**config.mk**
```make
export PLATFORM = sky130hd
export DESIGN_NAME = ncr_ctrl
export DESIGN_NICKNAME = d
export VERILOG_FILES = /design/src/design/ncr_pkg.sv /design/src/design/ncr_ctrl.sv
export SDC_FILE = /design/constraint.sdc
export NUM_CORES = 1
export LEC_CHECK = 0
export BUFFER_PORTS_ARGS = -buffer_cell sky130_fd_sc_hd__buf_2
export CAP_MARGIN = 5
export CORE_MARGIN = 3
export CORE_UTILIZATION = 42
export DETAILED_ROUTE_END_ITERATION = 12
export SLEW_MARGIN = 30
export SYNTH_ARGS = -nofsm -noshare
export SYNTH_HDL_FRONTEND = slang
export SYNTH_SLANG_ARGS = --single-unit
```
**constraint.sdc**
```tcl
create_clock -name clk_i -period 2.1 [get_ports clk_i]
set_input_delay 0.42 -clock clk_i [delete_from_list [all_inputs] [get_ports clk_i]]
set_output_delay 0.42 -clock clk_i [all_outputs]
set_load 0.1 [all_outputs]
```
**src/design/ncr_pkg.sv**
```systemverilog
`timescale 1ns / 1ps
package ncr_pkg;

  localparam int MetricW = 48;
  localparam int EntryW  = 16;
  localparam int WideW   = 56;
  localparam int TolW    = 25;
  localparam int LimitW  = 16;
  localparam int CntW    = LimitW + 1;
  localparam int StatusW = 2;
  localparam int IdxW    = 1;
  localparam int InW     = 6 * MetricW;
  localparam int OutRawW = 9 * MetricW + StatusW;
  localparam int OutW    = ((OutRawW + 7) / 8) * 8;

  typedef logic signed [MetricW-1:0] metric_t;
  typedef logic signed [WideW-1:0]   wide_t;
  typedef logic signed [EntryW-1:0]  entry_t;
  typedef logic signed [EntryW+1:0]  raw_t;

  localparam logic [StatusW-1:0] STATUS_OK    = 2'd0;
  localparam logic [StatusW-1:0] STATUS_LIMIT = 2'd1;
  localparam logic [StatusW-1:0] STATUS_SAT   = 2'd2;

  localparam logic [IdxW-1:0] CFG_TOL   = 1'b0;
  localparam logic [IdxW-1:0] CFG_LIMIT = 1'b1;

  localparam logic [TolW-1:0]   TOL_RESET   = 25'd168;
  localparam logic [LimitW-1:0] LIMIT_RESET = 16'd10000;

  localparam wide_t MET_HI = (wide_t'(1) <<< (MetricW - 1)) - wide_t'(1);
  localparam wide_t MET_LO = -MET_HI - wide_t'(1);
  localparam raw_t  ENT_HI = (raw_t'(1) <<< (EntryW - 1)) - raw_t'(1);
  localparam raw_t  ENT_LO = -ENT_HI - raw_t'(1);

  typedef enum logic [3:0] {
    OP_NONE, OP_LOAD, OP_CHECK, OP_S1, OP_S2, OP_S34, OP_S5, OP_S6, OP_S7, OP_S8
  } op_e;

  typedef struct packed {
    op_e  op;
    logic out_load;
  } cmd_t;

  typedef struct packed {
    logic c2;
    logic c5;
    logic c6;
    logic c7;
    logic c8;
    logic limit_hit;
    logic out_busy;
  } sts_t;

  function automatic wide_t wext(metric_t v);
    return wide_t'(v);
  endfunction

  function automatic wide_t wabs(wide_t v);
    return (v < wide_t'(0)) ? -v : v;
  endfunction

  // x < y - tol, exact
  function automatic logic lt(wide_t x, wide_t y, logic [TolW-1:0] tol);
    logic signed [WideW+1:0] d;
    d = (WideW+2)'(y) - (WideW+2)'(x);
    return d > $signed({{(WideW+2-TolW){1'b0}}, tol});
  endfunction

  function automatic logic eq(wide_t x, wide_t y, logic [TolW-1:0] tol);
    return !lt(x, y, tol) && !lt(y, x, tol);
  endfunction

  function automatic metric_t clamp_metric(wide_t v);
    wide_t r;
    r = (v > MET_HI) ? MET_HI : ((v < MET_LO) ? MET_LO : v);
    return r[MetricW-1:0];
  endfunction

  function automatic entry_t ent_sat(raw_t v);
    raw_t r;
    r = (v > ENT_HI) ? ENT_HI : ((v < ENT_LO) ? ENT_LO : v);
    return r[EntryW-1:0];
  endfunction

  function automatic logic ent_ovf(raw_t v);
    return (v > ENT_HI) || (v < ENT_LO);
  endfunction

  function automatic raw_t rneg(entry_t e, logic n);
    return n ? -raw_t'(e) : raw_t'(e);
  endfunction

endpackage

```
**src/design/ncr_ctrl.sv**
```systemverilog
`timescale 1ns / 1ps
module ncr_ctrl (
  input  logic          clk_i,
  input  logic          rst_ni,
  input  logic          in_valid_i,
  output logic          in_ready_o,
  input  ncr_pkg::sts_t sts_i,
  output ncr_pkg::cmd_t cmd_o
);

  typedef enum logic [9:0] {
    ST_IDLE  = 10'b0000000001,
    ST_CHECK = 10'b0000000010,
    ST_S1    = 10'b0000000100,
    ST_S2    = 10'b0000001000,
    ST_S34   = 10'b0000010000,
    ST_S5    = 10'b0000100000,
    ST_S6    = 10'b0001000000,
    ST_S7    = 10'b0010000000,
    ST_S8    = 10'b0100000000,
    ST_FIN   = 10'b1000000000
  } state_e;

  state_e state_q, state_d;

  always_comb begin
    state_d         = state_q;
    cmd_o.op        = ncr_pkg::OP_NONE;
    cmd_o.out_load  = 1'b0;
    in_ready_o      = 1'b0;
    case (state_q)
      ST_IDLE: begin
        in_ready_o = 1'b1;
        if (in_valid_i) begin
          cmd_o.op = ncr_pkg::OP_LOAD;
          state_d  = ST_CHECK;
        end
      end
      ST_CHECK: begin
        cmd_o.op = ncr_pkg::OP_CHECK;
        state_d  = sts_i.limit_hit ? ST_FIN : ST_S1;
      end
      ST_S1: begin
        cmd_o.op = ncr_pkg::OP_S1;
        state_d  = ST_S2;
      end
      ST_S2: begin
        cmd_o.op = ncr_pkg::OP_S2;
        state_d  = sts_i.c2 ? ST_CHECK : ST_S34;
      end
      ST_S34: begin
        cmd_o.op = ncr_pkg::OP_S34;
        state_d  = ST_S5;
      end
      ST_S5: begin
        cmd_o.op = ncr_pkg::OP_S5;
        state_d  = sts_i.c5 ? ST_CHECK : ST_S6;
      end
      ST_S6: begin
        cmd_o.op = ncr_pkg::OP_S6;
        state_d  = sts_i.c6 ? ST_CHECK : ST_S7;
      end
      ST_S7: begin
        cmd_o.op = ncr_pkg::OP_S7;
        state_d  = sts_i.c7 ? ST_CHECK : ST_S8;
      end
      ST_S8: begin
        cmd_o.op = ncr_pkg::OP_S8;
        state_d  = sts_i.c8 ? ST_CHECK : ST_FIN;
      end
      ST_FIN: begin
        if (!sts_i.out_busy) begin
          cmd_o.out_load = 1'b1;
          state_d        = ST_IDLE;
        end
      end
      default: state_d = ST_IDLE;
    endcase
  end

  always_ff @(posedge clk_i or negedge rst_ni) begin
    if (!rst_ni) begin
      state_q <= ST_IDLE;
    end else begin
      state_q <= state_d;
    end
  end

endmodule

```
==> metrics.cfg <==
[layout]
layout-drive-gt1-share_pct=60.8
largest_reg_flops=10
fillers=96
final_cell_mix=22 x buf_4, 9 x buf_2, 8 x nor2_1
largest-register=state_q
syn_to_final_growth_pct=72.7
largest_registers=state_q (10)
nNetsFinal=131
diodes=0
fin_cells=136
layout_commonest_cell=buf_4

[clock_network]
cts_tree=built
cts_buffers=3
cts_hold_buf=0
clock-sinks=10
cts_buffer_depth=2
root_buffer=clkbuf_4
clk_latency_ns=0.28
clk_pin_slew_ns=0.08
cts-htree-levels=1

[timing]
holdWs_ns=-0.00651
slew_headroom_pct=73.4
grt_setup_unrepaired=yes
max_clock_freq_ghz=0.420
setup_viol=6
worst_slack_ns=-0.283
clock-skew-final_ns=0.00354
finalMaxSlewViolations=0
hold_violations=6
min_period_over_period_pct=113
worst_pin_slew_ns=0.395
period_minus_slack_ns=2.38

[detailed_routing]
viasPerCell=5.68
highest_layer=met4
drtIter0Drc=12
antenna_left=0
vias=772
routed_wl_um=2240
drt-met1-wl_um=870
wl_per_cell_um=16.4
firstDrtPassIters=4
met2_length_um=1170
wl_met3_um=112
drc=0

[floorplanning]
die_h_um=47.6
ios=16
row_count=14
die-area_um2=2270
start_util_pct=46.2
core-area_um2=1580
die_width_um=47.6

[setup_path]
crit_path_end_kind=primary output
crit_family=simple AND/OR/NAND/NOR gates
reg2reg_from=state_q[4]
startpoint_type=flip-flop
path_cells=or3_4 -> buf_12 -> buf_4 -> nor2_4 -> nand3_4 -> clkinvlp_4 -> a211o_4 -> buf_12
critical_path.slowest_cell=or3_4
crit_path_frequent_cell=buf_12
crit_path_max_fanout=4
path_class=flip-flop to primary output
critical_path_arrival_ns=1.96
required_ns=1.68
cpPeakStageDelay_ns=0.40
critPathBufInv=4
reg2reg_to=state_q[1]
regToRegSetupSlack_ns=0.13
reg2regPathDepth=8

[global_routing]
grt_max_degree=11
grt_usage_pct=23.3
grt_pass1_vias=802
globalRouteOverflowTotal=0
grt_first_pass_wirelength_um=3560
grt_antenna_before_repair=0

[place]
io_buffers=15
globalplace.congestion=0.832
dp_hpwl_um=1580
placed_cells=121

[run]
cap_violations=0

[pwr]
power.leakage_nw=0.567
max-vdd-ir-drop_mv=0.938
power.density_nw_per_um2=1070
finalPower_mw=1.35

[synth]
syn_nets=90
yosysSeqAreaShare_pct=34.5
synth_cells=80
syn_area_per_cell_um2=9.10
netlist_area_um2=728
ys_types=41
ys_seq_elements=10
synth_warnings=0

[min_path]
hold_class=input port to asynchronous set/reset pin

[run_status]
violations=hold timing, setup timing
status=complete, but fails checks

==> worst register-to-register path, stage by stage (launching register included) <==
cell and delay, ns:
dfrtp_1 0.38, or3_4 0.40, buf_12 0.14, nor2_4 0.09, nand4b_1 0.19, buf_4 0.21
buf_4 0.13, or2_1 0.19, a31oi_1 0.15
==> cell type report <==
class | count | area (um2) | area share (%)
Clock buffer | 4 | 36.3 | 2.89
Sequential cell | 10 | 254 | 20.2
Inverter | 5 | 22.5 | 1.79
Timing Repair Buffer | 40 | 373 | 29.7
Tap cell | 16 | 20.0 | 1.59
Multi-Input combinational cell | 61 | 552 | 43.9
==> cells in the mapped netlist <==
master     n  area [um2]
a211o_1    1        8.76
a31oi_1    2        12.5
and2_1     1        6.26
and4_1     1        8.76
and4b_1    2        20.0
buf_2      2        10.0
buf_6      1        11.3
clkbuf_2   1        5.00
dfrtp_1    9         225
dfstp_2    1        26.3
inv_1      5        18.8
mux2_2     1        11.3
mux2i_1    1        10.0
nand2_1    3        11.3
nand2b_1   1        6.26
nand3_1    3        15.0
nand3_2    1        10.0
nand4_1    1        6.26
nand4b_1   2        17.5
nor2_1     8        30.0
nor2_2     1        6.26
nor2_4     2        22.5
nor2b_1    2        12.5
nor3_1     3        15.0
nor4_1     3        18.8
nor4b_1    1        8.76
nor4b_2    1        15.0
o211ai_1   1        7.51
o21ai_0    3        15.0
o221ai_1   1        8.76
o22a_1     1        8.76
o2bb2ai_1  1        8.76
o31ai_1    1        7.51
or2_1      1        6.26
or2_2      2        12.5
or3_1      1        6.26
or3_4      2        22.5
or3b_2     1        8.76
or4_4      1        11.3
xnor2_1    3        26.3
xor2_1     1        8.76
==> through the flow <==
stage / hold slack [ns] / worst slack, ns / area (um2) / setup TNS, ns / util, %
floorplan: 0.124 / -0.296 / 776 / -0.446 / -
global placement: 0.298 / 0.0245 / 1050 / 0 / 66.7
detailed placement: 0.303 / -0.0188 / 1050 / -0.0273 / 66.7
CTS: 0.0110 / -0.262 / 1210 / -1.10 / 76.9
global route: 0.0102 / -0.338 / 1260 / -1.63 / 79.8
finish: -0.00651 / -0.283 / 1260 / -1.26 / 79.8
==> report_power, final <==
part           switching, mW  leakage (nW)  internal (mW)
Sequential            0.0304         0.132          0.223
Clock                 0.0792        0.0210          0.105
Combinational          0.511         0.414          0.402
Total                  0.620         0.567          0.731
==> logic make-up after synthesis <==
kind of cell | synth area share (%)
and+or+nand+nor | 40.9
AOI/OAI and AO/OA | 10.7
DFF | 34.5
buffers and inverters | 6.19
xor gates and xnor gates | 4.81
muxes | 2.92
==> per-layer routing <==
metal  vias to the layer above  GRT usage (%)
met4                         0           13.4
met2                        28           38.0
li1                        372              -
met3                        11           5.26
met5                         -              0
met1                       361           28.0
==> worst max-delay path by stage <==
| stage | cells past startpoint | startpoint | slack (ns) | end |
|---|---|---|---|---|
| after floorplan | 6 | state_q[6] | -0.30 | cmd_o[1] |
| after global placement | 7 | state_q[4] | 0.02 | cmd_o[1] |
| after detailed placement | 5 | state_q[5] | -0.02 | cmd_o[1] |
| after CTS | 7 | state_q[8] | -0.26 | cmd_o[2] |
| after global routing | 5 | state_q[5] | -0.34 | cmd_o[1] |
| final | 8 | state_q[4] | -0.28 | cmd_o[1] |
==> repair_timing <==
item | 4_1_cts | 5_1_grt
pin swaps | 8 | 7
resized for setup | 12 | 6
buffers inserted | 8 | 3
endpoints found under the setup margin | 6 | 6
No activity file was read; power rests on OpenSTA's default activity.
